**src/cal_pkg.sv**
```systemverilog
// shared types, constants and calendar helper functions for the date counter
`timescale 1ns / 1ps
package cal_pkg;

   typedef enum logic [1:0] {
      KIND_HOLD = 2'd0,
      KIND_NEXT = 2'd1,
      KIND_PREV = 2'd2,
      KIND_LOAD = 2'd3
   } kind_type;

   localparam logic [13:0] YEAR_MIN   = 14'd1;
   localparam logic [13:0] YEAR_MAX   = 14'd9999;
   localparam logic [13:0] YEAR_RESET = 14'd2000;
   localparam logic [3:0]  MONTH_MAX  = 4'd12;
   localparam logic [3:0]  MONTH_FEB  = 4'd2;
   localparam logic [3:0]  MONTH_MAR  = 4'd3;
   localparam logic [4:0]  DAY_DEC31  = 5'd31;
   localparam logic [6:0]  CENT_LAST  = 7'd99;
   localparam logic [2:0]  WEEKDAY_LAST = 3'd6;
   // 1 jan 2000: year 2000 is century 20, offset 0, a saturday
   localparam logic [6:0]  CENT_RESET = 7'd20;
   localparam logic [2:0]  WEEKDAY_RESET = 3'd0;
   // reciprocal of 25 scaled by 2^17, exact for dividends below 43690
   localparam logic [24:0] RECIP25    = 25'd5243;
   localparam int          RECIP25_SHIFT = 17;

   localparam logic [4:0] MONTH_LEN [13] =
      '{5'd0, 5'd31, 5'd28, 5'd31, 5'd30, 5'd31, 5'd30,
        5'd31, 5'd31, 5'd30, 5'd31, 5'd30, 5'd31};

   function automatic logic [4:0] days_in(input logic [3:0] month, input logic leap);
      logic [4:0] n;
      n = 5'd0;
      if (month >= 4'd1 && month <= MONTH_MAX) begin
         n = MONTH_LEN[month];
         if (month == MONTH_FEB && leap) begin
            n = n + 5'd1;
         end
      end
      return n;
   endfunction

   // (13 * (m' + 1)) / 5 mod 7, with jan and feb counted as months 13 and 14
   function automatic logic [2:0] month_term(input logic [3:0] month);
      logic [2:0] t;
      case (month)
         4'd1:    t = 3'd1;
         4'd2:    t = 3'd4;
         4'd3:    t = 3'd3;
         4'd4:    t = 3'd6;
         4'd5:    t = 3'd1;
         4'd6:    t = 3'd4;
         4'd7:    t = 3'd6;
         4'd8:    t = 3'd2;
         4'd9:    t = 3'd5;
         4'd10:   t = 3'd0;
         4'd11:   t = 3'd3;
         4'd12:   t = 3'd5;
         default: t = 3'd0;
      endcase
      return t;
   endfunction

   // 8 = 1 mod 7, so octal digits fold together
   function automatic logic [2:0] mod7(input logic [9:0] x);
      logic [4:0] f1;
      logic [3:0] f2;
      f1 = 5'(x[9:6]) + 5'(x[5:3]) + 5'(x[2:0]);
      f2 = 4'(f1[4:3]) + 4'(f1[2:0]);
      if (f2 >= 4'd7) begin
         f2 = f2 - 4'd7;
      end
      return f2[2:0];
   endfunction

   // gregorian leap rule from year mod 4, year mod 100 and century mod 4
   function automatic logic leap_of(input logic [1:0] year_lo, input logic [6:0] offset,
                                    input logic [1:0] cent_lo);
      return (year_lo == 2'b00) && ((offset != 7'd0) || (cent_lo == 2'b00));
   endfunction

endpackage

```
**src/calendar_date_counter.sv**
```systemverilog
// gregorian date counter with leap flag and zeller weekday
`timescale 1ns / 1ps
// Usage
// Each request item holds, advances one day, steps back one day or loads a
// date; each gives exactly one response item with the resulting date, the
// leap flag, the weekday (0 saturday .. 6 friday) and two status flags.
// Both channels use valid/ready; an item moves when valid and ready are high.
// Throughput is one item per cycle while the receiver takes responses: the
// date, century counters and weekday update together in the last stage, and
// the four stages before it only prepare the loaded date (divide by 100,
// validity, weekday) from the request alone.
// Each stage has its own valid bit and takes a new item when empty or
// moving on, so the pipe keeps filling while the response register is held
// by a stalled receiver; req_ready falls only once all five stages are full.
// Reset empties the pipe and sets the date to 1 jan 2000, a saturday.
module calendar_date_counter (
   input  logic                 clock,
   input  logic                 reset,
   input  logic                 req_valid,
   output logic                 req_ready,
   input  cal_pkg::kind_type    req_kind,
   input  logic [4:0]           req_load_day,
   input  logic [3:0]           req_load_month,
   input  logic [13:0]          req_load_year,
   output logic                 rsp_valid,
   input  logic                 rsp_ready,
   output logic [4:0]           rsp_cur_day,
   output logic [3:0]           rsp_cur_month,
   output logic [13:0]          rsp_cur_year,
   output logic                 rsp_is_leap,
   output logic [2:0]           rsp_weekday,
   output logic                 rsp_load_rejected,
   output logic                 rsp_year_saturated
);
   import cal_pkg::*;

   // stage valid bits and stage ready
   logic v1_ff, v2_ff, v3_ff, v4_ff, v5_ff, rsp_valid_ff;
   logic v1_in, v2_in, v3_in, v4_in, v5_in, rsp_valid_in;
   logic rdy1, rdy2, rdy3, rdy4, rdy5, rdy_out, fire;

   // load path payload
   kind_type    s1_kind_ff, s2_kind_ff, s3_kind_ff, s4_kind_ff, s5_kind_ff;
   logic [4:0]  s1_day_ff, s2_day_ff, s3_day_ff, s4_day_ff, s5_day_ff;
   logic [3:0]  s1_month_ff, s2_month_ff, s3_month_ff, s4_month_ff, s5_month_ff;
   logic [13:0] s1_year_ff, s2_year_ff, s3_year_ff, s4_year_ff, s5_year_ff;
   logic [7:0]  s2_cent_ff, s3_cent_ff;
   logic [6:0]  s3_offs_ff;
   logic [6:0]  s4_offs_ff, s5_offs_ff, s4_cent_ff, s5_cent_ff;
   logic        s4_ok_ff, s5_ok_ff;
   logic [2:0]  s4_yterm_ff, s5_wday_ff;

   logic [24:0] prod;
   logic [7:0]  s2_cent_in;
   logic [13:0] rem_full;
   logic [6:0]  s3_offs_in;
   logic        leap_ld, ok_ld, early;
   logic [7:0]  cent_z;
   logic [6:0]  offs_z;
   logic [9:0]  yterm_sum;
   logic [9:0]  wday_sum;

   // date state
   logic [4:0]  day_ff, day_in;
   logic [3:0]  month_ff, month_in;
   logic [13:0] year_ff, year_in;
   logic [6:0]  offs_ff, offs_in;   // year mod 100
   logic [6:0]  cent_ff, cent_in;   // year / 100
   logic [2:0]  wday_ff, wday_in;
   logic        rej_ff, rej_in, sat_ff, sat_in;
   logic        leap_cur;
   logic [4:0]  dim_cur, dim_prev;

   // ready chain, each stage accepts when empty or draining
   assign rdy_out   = !rsp_valid_ff || rsp_ready;
   assign rdy5      = !v5_ff || rdy_out;
   assign rdy4      = !v4_ff || rdy5;
   assign rdy3      = !v3_ff || rdy4;
   assign rdy2      = !v2_ff || rdy3;
   assign rdy1      = !v1_ff || rdy2;
   assign req_ready = rdy1;
   assign fire      = v5_ff && rdy_out;

   always_comb begin
      v1_in        = rdy1 ? req_valid : v1_ff;
      v2_in        = rdy2 ? v1_ff : v2_ff;
      v3_in        = rdy3 ? v2_ff : v3_ff;
      v4_in        = rdy4 ? v3_ff : v4_ff;
      v5_in        = rdy5 ? v4_ff : v5_ff;
      rsp_valid_in = rdy_out ? v5_ff : rsp_valid_ff;
   end

   always_ff @(posedge clock) begin
      if (reset) begin
         v1_ff        <= 1'b0;
         v2_ff        <= 1'b0;
         v3_ff        <= 1'b0;
         v4_ff        <= 1'b0;
         v5_ff        <= 1'b0;
         rsp_valid_ff <= 1'b0;
      end else begin
         v1_ff        <= v1_in;
         v2_ff        <= v2_in;
         v3_ff        <= v3_in;
         v4_ff        <= v4_in;
         v5_ff        <= v5_in;
         rsp_valid_ff <= rsp_valid_in;
      end
   end

   // load path arithmetic
   always_comb begin
      // year / 100 = (year / 4) / 25 by reciprocal
      prod       = 25'(s1_year_ff[13:2]) * RECIP25;
      s2_cent_in = prod[24:RECIP25_SHIFT];

      rem_full   = s2_year_ff - (14'(s2_cent_ff) * 14'd100);
      s3_offs_in = rem_full[6:0];

      leap_ld = leap_of(s3_year_ff[1:0], s3_offs_ff, s3_cent_ff[1:0]);
      ok_ld   = (s3_year_ff >= YEAR_MIN) && (s3_year_ff <= YEAR_MAX) &&
                (s3_month_ff >= 4'd1) && (s3_month_ff <= MONTH_MAX) &&
                (s3_day_ff != 5'd0) &&
                (s3_day_ff <= days_in(s3_month_ff, leap_ld));

      // jan and feb count as months of the year before
      early  = s3_month_ff < MONTH_MAR;
      cent_z = s3_cent_ff;
      offs_z = s3_offs_ff;
      if (early) begin
         if (s3_offs_ff == 7'd0) begin
            cent_z = s3_cent_ff - 8'd1;
            offs_z = CENT_LAST;
         end else begin
            offs_z = s3_offs_ff - 7'd1;
         end
      end
      // y + y/4 - y/100 + y/400 with y = 100c + r is 124c + c/4 + r + r/4, 124 = 5 mod 7
      yterm_sum = 10'({cent_z, 2'b00}) + 10'(cent_z) + 10'(cent_z[7:2]) +
                  10'(offs_z) + 10'(offs_z[6:2]);

      wday_sum = 10'(s4_day_ff) + 10'(month_term(s4_month_ff)) + 10'(s4_yterm_ff);
   end

   always_ff @(posedge clock) begin
      if (rdy1) begin
         s1_kind_ff  <= req_kind;
         s1_day_ff   <= req_load_day;
         s1_month_ff <= req_load_month;
         s1_year_ff  <= req_load_year;
      end
      if (rdy2) begin
         s2_kind_ff  <= s1_kind_ff;
         s2_day_ff   <= s1_day_ff;
         s2_month_ff <= s1_month_ff;
         s2_year_ff  <= s1_year_ff;
         s2_cent_ff  <= s2_cent_in;
      end
      if (rdy3) begin
         s3_kind_ff  <= s2_kind_ff;
         s3_day_ff   <= s2_day_ff;
         s3_month_ff <= s2_month_ff;
         s3_year_ff  <= s2_year_ff;
         s3_cent_ff  <= s2_cent_ff;
         s3_offs_ff  <= s3_offs_in;
      end
      if (rdy4) begin
         s4_kind_ff  <= s3_kind_ff;
         s4_day_ff   <= s3_day_ff;
         s4_month_ff <= s3_month_ff;
         s4_year_ff  <= s3_year_ff;
         s4_cent_ff  <= s3_cent_ff[6:0];
         s4_offs_ff  <= s3_offs_ff;
         s4_ok_ff    <= ok_ld;
         s4_yterm_ff <= mod7(yterm_sum);
      end
      if (rdy5) begin
         s5_kind_ff  <= s4_kind_ff;
         s5_day_ff   <= s4_day_ff;
         s5_month_ff <= s4_month_ff;
         s5_year_ff  <= s4_year_ff;
         s5_cent_ff  <= s4_cent_ff;
         s5_offs_ff  <= s4_offs_ff;
         s5_ok_ff    <= s4_ok_ff;
         s5_wday_ff  <= mod7(wday_sum);
      end
   end

   // date state update
   assign leap_cur = leap_of(year_ff[1:0], offs_ff, cent_ff[1:0]);
   assign dim_cur  = days_in(month_ff, leap_cur);
   assign dim_prev = days_in(month_ff - 4'd1, leap_cur);

   always_comb begin
      day_in   = day_ff;
      month_in = month_ff;
      year_in  = year_ff;
      offs_in  = offs_ff;
      cent_in  = cent_ff;
      wday_in  = wday_ff;
      rej_in   = 1'b0;
      sat_in   = 1'b0;
      case (s5_kind_ff)
         KIND_HOLD: begin
         end
         KIND_NEXT: begin
            wday_in = (wday_ff == WEEKDAY_LAST) ? 3'd0 : wday_ff + 3'd1;
            if (day_ff < dim_cur) begin
               day_in = day_ff + 5'd1;
            end else if (month_ff < MONTH_MAX) begin
               month_in = month_ff + 4'd1;
               day_in   = 5'd1;
            end else if (year_ff < YEAR_MAX) begin
               year_in  = year_ff + 14'd1;
               month_in = 4'd1;
               day_in   = 5'd1;
               if (offs_ff == CENT_LAST) begin
                  offs_in = 7'd0;
                  cent_in = cent_ff + 7'd1;
               end else begin
                  offs_in = offs_ff + 7'd1;
               end
            end else begin
               sat_in  = 1'b1;
               wday_in = wday_ff;
            end
         end
         KIND_PREV: begin
            wday_in = (wday_ff == 3'd0) ? WEEKDAY_LAST : wday_ff - 3'd1;
            if (day_ff > 5'd1) begin
               day_in = day_ff - 5'd1;
            end else if (month_ff > 4'd1) begin
               month_in = month_ff - 4'd1;
               day_in   = dim_prev;
            end else if (year_ff > YEAR_MIN) begin
               year_in  = year_ff - 14'd1;
               month_in = MONTH_MAX;
               day_in   = DAY_DEC31;
               if (offs_ff == 7'd0) begin
                  offs_in = CENT_LAST;
                  cent_in = cent_ff - 7'd1;
               end else begin
                  offs_in = offs_ff - 7'd1;
               end
            end else begin
               sat_in  = 1'b1;
               wday_in = wday_ff;
            end
         end
         KIND_LOAD: begin
            if (s5_ok_ff) begin
               day_in   = s5_day_ff;
               month_in = s5_month_ff;
               year_in  = s5_year_ff;
               offs_in  = s5_offs_ff;
               cent_in  = s5_cent_ff;
               wday_in  = s5_wday_ff;
            end else begin
               rej_in = 1'b1;
            end
         end
         default: begin
         end
      endcase
   end

   always_ff @(posedge clock) begin
      if (reset) begin
         day_ff   <= 5'd1;
         month_ff <= 4'd1;
         year_ff  <= YEAR_RESET;
         offs_ff  <= 7'd0;
         cent_ff  <= CENT_RESET;
         wday_ff  <= WEEKDAY_RESET;
         rej_ff   <= 1'b0;
         sat_ff   <= 1'b0;
      end else if (fire) begin
         day_ff   <= day_in;
         month_ff <= month_in;
         year_ff  <= year_in;
         offs_ff  <= offs_in;
         cent_ff  <= cent_in;
         wday_ff  <= wday_in;
         rej_ff   <= rej_in;
         sat_ff   <= sat_in;
      end
   end

   // the state only moves when the response register loads, so it is the response
   assign rsp_valid          = rsp_valid_ff;
   assign rsp_cur_day        = day_ff;
   assign rsp_cur_month      = month_ff;
   assign rsp_cur_year       = year_ff;
   assign rsp_is_leap        = leap_cur;
   assign rsp_weekday        = wday_ff;
   assign rsp_load_rejected  = rej_ff;
   assign rsp_year_saturated = sat_ff;

   a_date_valid: assert property (@(posedge clock) disable iff (reset)
      (day_ff >= 5'd1) && (day_ff <= dim_cur) && (year_ff >= YEAR_MIN) &&
      (year_ff <= YEAR_MAX))
      else $error("stored date out of range");

   a_century_split: assert property (@(posedge clock) disable iff (reset)
      year_ff == (14'(cent_ff) * 14'd100) + 14'(offs_ff))
      else $error("century counters disagree with year");

   a_weekday_range: assert property (@(posedge clock) disable iff (reset)
      wday_ff <= WEEKDAY_LAST)
      else $error("weekday out of range");

   a_reject_keeps: assert property (@(posedge clock) disable iff (reset)
      fire && (s5_kind_ff == KIND_LOAD) && !s5_ok_ff |=>
         $stable(day_ff) && $stable(month_ff) && $stable(year_ff) && rej_ff)
      else $error("rejected load changed the date");

   a_flags_exclusive: assert property (@(posedge clock) disable iff (reset)
      !(rej_ff && sat_ff))
      else $error("reject and saturate flags both set");

endmodule
```
**config.mk**
```make
export PLATFORM = sky130hd
export DESIGN_NAME = calendar_date_counter
export DESIGN_NICKNAME = d
export VERILOG_FILES = /design/src/cal_pkg.sv /design/src/calendar_date_counter.sv
export SDC_FILE = /design/constraint.sdc
export NUM_CORES = 1
export LEC_CHECK = 0
export CAP_MARGIN = 20
export CORE_MARGIN = 2
export CORE_UTILIZATION = 50
export CTS_CLUSTER_SIZE = 16
export DETAILED_ROUTE_END_ITERATION = 10
export DONT_BUFFER_PORTS = 1
export PLACE_DENSITY_LB_ADDON = 0.12
export SYNTH_ARGS = -nofsm -noshare
export SYNTH_HDL_FRONTEND = slang
export SYNTH_SLANG_ARGS = --single-unit
export TNS_END_PERCENT = 5
```
**constraint.sdc**
```tcl
create_clock -name clock -period 8.3 [get_ports clock]
set_input_delay 0.415 -clock clock [delete_from_list [all_inputs] [get_ports clock]]
set_output_delay 0.415 -clock clock [all_outputs]
set_load 0.02 [all_outputs]
```
==> key figures <==
Status
  • Status: finished clean

Setup path
  • Worst Path Required: 8.57 ns
  • Worst r2r path cells: 26
  • Reg-to-Reg Start: s3_offs_ff[3]$_DFFE_PP_
  • Worst Setup EP: s4_yterm_ff[1]$_DFFE_PP_
  • Setup CP Type: reg -> reg
  • Worst setup SP type: flip-flop
  • R2R setup slack: 0.35 ns
  • Crit-path max FO: 5
  • FF-to-FF End: s4_yterm_ff[1]$_DFFE_PP_
  • Worst Setup End Kind: flip-flop
  • WP data arrival: 8.22 ns
  • CP startpoint: s3_offs_ff[3]$_DFFE_PP_

Yosys
  • Sequential area share after synthesis: 0.430
  • Synth top area share: 0.364
  • Area contributors post-synth: edfxtp_1, ha_1, fa_1
  • Synth cell count leaders: edfxtp_1, ha_1, inv_1, a21oi_1, fa_1
  • Syn_nets: 1,498
  • Unique masters post-synth: 72
  • Synth Area in Adders: 0.255
  • Syn Inst Count: 1,230
  • Number of flops mapped to enable cells by yosys: 168
  • Yosys warnings: 0
  • Dominant cell type by area after synthesis: edfxtp_1
  • Synth Area in XOR/XNOR: 0.0296
  • Synth Register Bits: 214
  • Main combinational cell family by area after synthesis: adder cells
  • Simple-Gate Fraction of Synth Area: 0.0957
  • Compound-Gate Fraction of Synth Area: 0.132
  • Most numerous cell in the Yosys netlist: edfxtp_1
  • Synthesized area per cell: 11.3 µm²
  • Most used DFF post-synth: edfxtp_1
  • Async S/R FF share, synth: 0
  • Mapped Area: 13,900 µm²
  • Post-synthesis mux area share: 0.00668

Floorplanning
  • # IOs: 60
  • Die footprint: 29,100 µm²
  • Die width: 171 µm
  • Initial Util: 0.512
  • Core box area: 27,100 µm²
  • Std cell rows: 60
  • Die Height: 171 µm

Drt
  • Detailed Routing Iterations Pass 1: 5
  • DR WL/cell: 17.3 µm
  • DRC: 0
  • Antenna Nets Post-Route: 0
  • Via count: 9,364
  • Drt first-iter violations: 626
  • Mean number of vias per cell: 5.64
  • Final wirelength: 28,800 µm

STA
  • Final hold vios: 0
  • Period utilization: 0.958
  • Layout Skew: 0.0120 ns
  • Min Tclk post-route: 7.95 ns
  • Fmax: 0.126 GHz
  • Slew Viols, Final: 0
  • Slew @ Worst Pin: 1.09 ns
  • Max_slew headroom: 0.271
  • Setup-failing EPs final: 0
  • Setup TNS: 0 ns
  • RSZ-0062 raised after global routing: no

Cells and area
  • Syn-to-layout area delta: 12.4%
  • Number of diodes: 0
  • Layout cells sized above 1: 0.0753
  • Nets@finish: 1,539
  • Layout fillers: 2,275

CTS
  • CTS buffer count: 25
  • Clk sink count: 214
  • Clock-pin slew on the worst setup and hold paths: 0.06 ns
  • Worst-skew pair later-pin latency: 0.52 ns
  • Clk buf depth: 3
  • # H-tree levels: 1
  • CTS root buffer: clkbuf_16
  • CTS tree: built

GRT
  • Initial antenna violation count: 0
  • Largest net degree at the start of global routing: 39
  • Grt ovf: 0
  • Global-route wire length before repair: 47,400 µm
  • Vias in the first global route: 9,208
  • Global-route usage over all layers: 0.205

Hold path
  • Min-Delay Path Class: in -> reg

Placed design
  • Post-detail-place hpwl: 20,800 µm
  • I/O Buffers: 0
  • GP Congestion: 0.871

Run
  • Number of max-cap violations: 0
routing by layer:
layer  vias up  GRT usage  share of wire
met2       241      0.333           0.46
met5         -          0              0
li1       4539          -              -
met1      4542      0.289           0.47
met4         0     0.0543          0.021
met3        42     0.0289          0.048
layout make-up:
cell class	count	area (µm²)	share of cell area
Multi-Input combinational cell	829	7280	0.467
Sequential cell	214	5970	0.383
Timing Repair Buffer	50	450	0.0289
Clock inverter	16	219	0.0140
Tap cell	372	465	0.0299
Inverter	151	567	0.0364
Clock buffer	29	641	0.0411
critical path: stages, from the launching register on:
cell	delay (ns)
edfxtp_1	0.44
or3_4	0.42
or4_4	0.55
buf_4	0.17
or4_4	0.53
xnor2_4	0.16
fa_1	0.49
fa_1	0.55
inv_1	0.05
fa_1	0.53
inv_1	0.06
ha_1	0.28
a21o_1	0.17
a21oi_2	0.18
o21bai_1	0.11
a21oi_2	0.18
xnor2_1	0.10
fa_1	0.48
inv_1	0.04
ha_1	0.21
fa_1	0.38
xor2_1	0.17
ha_1	0.22
fa_1	0.47
ha_2	0.23
a21oi_2	0.18
mux2_2	0.35
through the flow:
step,hold slack (ns),utilization,std cells,area [µm²],worst slack (ns)
4_1_cts,0.0369,0.572,1657,15500,0.00280
3_3_place_gp,0.402,0.529,1585,14300,0.118
5_1_grt,0.0281,0.575,1661,15600,0.00353
2_1_floorplan,0.400,-,1230,13900,0.174
3_5_place_dp,0.405,0.529,1585,14300,-0.000144
6_report,0.0508,0.575,1661,15600,0.346
sequential cells by signal (all words and copies together) (netlist names), 7 cells and up, named ones only:
name and count:
offs_ff 7, rsp_cur_year 14, s1_year_ff 14, s2_cent_ff 8
s2_year_ff 14, s3_cent_ff 8, s3_year_ff 14, s4_year_ff 14
s5_year_ff 14
cell families (layout without fill, tap and decap cells):
logic type / count (synthesis) / in the layout
flip-flops: 214 / 214
AO/OA/AOI/OAI: 273 / 273
AND/OR/NAND/NOR: 262 / 262
XOR/XNOR: 46 / 46
buffers and inverters: 187 / 246
multiplexers: 9 / 9
adder cells (fa/ha/maj): 239 / 239
placed cells by master (no fill, tap or decap), drive strengths merged, types with 6 or more instances in the layout:
| cell | netlist | routed |
|---|---|---|
| a211o | 7 | 7 |
| nor4 | 8 | 8 |
| xor2 | 16 | 16 |
| xnor2 | 30 | 30 |
| nand4 | 7 | 7 |
| ha | 166 | 166 |
| dlygate4sd3 | 0 | 25 |
| a221o | 6 | 6 |
| nand3 | 24 | 24 |
| nand2 | 62 | 62 |
| edfxtp | 168 | 168 |
| buf | 5 | 25 |
| mux2i | 7 | 7 |
| nor3 | 25 | 25 |
| a32oi | 10 | 10 |
| or3 | 12 | 12 |
| o21a | 6 | 6 |
| a21o | 19 | 19 |
| clkbuf | 31 | 29 |
| o21bai | 6 | 6 |
| fa | 73 | 73 |
| dfxtp | 46 | 46 |
| or4 | 7 | 7 |
| clkinv | 1 | 6 |
| a22oi | 6 | 6 |
| and3 | 14 | 14 |
| a31oi | 10 | 10 |
| o211ai | 12 | 12 |
| a21oi | 74 | 74 |
| nand2b | 9 | 9 |
| inv | 150 | 151 |
| nor2 | 64 | 64 |
| nor2b | 10 | 10 |
| o21ai | 56 | 56 |
| o31ai | 8 | 8 |
| a211oi | 13 | 13 |
what timing repair did:
item / in CTS / in global routing
endpoints found under the hold margin: 61 / 0
buffers inserted: 1 / 4
hold buffers: 26 / 0
gates resized for setup: 1 / 13
endpoints found under the setup margin: 1 / 3
pin swaps: 1 / 5
worst min-delay path by stage:
| stage | startpoint | endpoint | cells after the start |
|---|---|---|---|
| 5_1_grt | req_valid | v1_ff$_SDFFE_PP0P_ | 2 |
| 2_1_floorplan | s1_day_ff[0]$_DFFE_PP_ | s2_day_ff[0]$_DFFE_PP_ | 0 |
| 4_1_cts | req_valid | v1_ff$_SDFFE_PP0P_ | 2 |
| 6_report | req_valid | v1_ff$_SDFFE_PP0P_ | 2 |
| 3_5_place_dp | s1_kind_ff[0]$_DFFE_PP_ | s2_kind_ff[0]$_DFFE_PP_ | 0 |
| 3_3_place_gp | s4_year_ff[12]$_DFFE_PP_ | s5_year_ff[12]$_DFFE_PP_ | 0 |
Power is not shown: default switching activity piles up to over one toggle a cycle in this logic, so the estimate is an artifact.
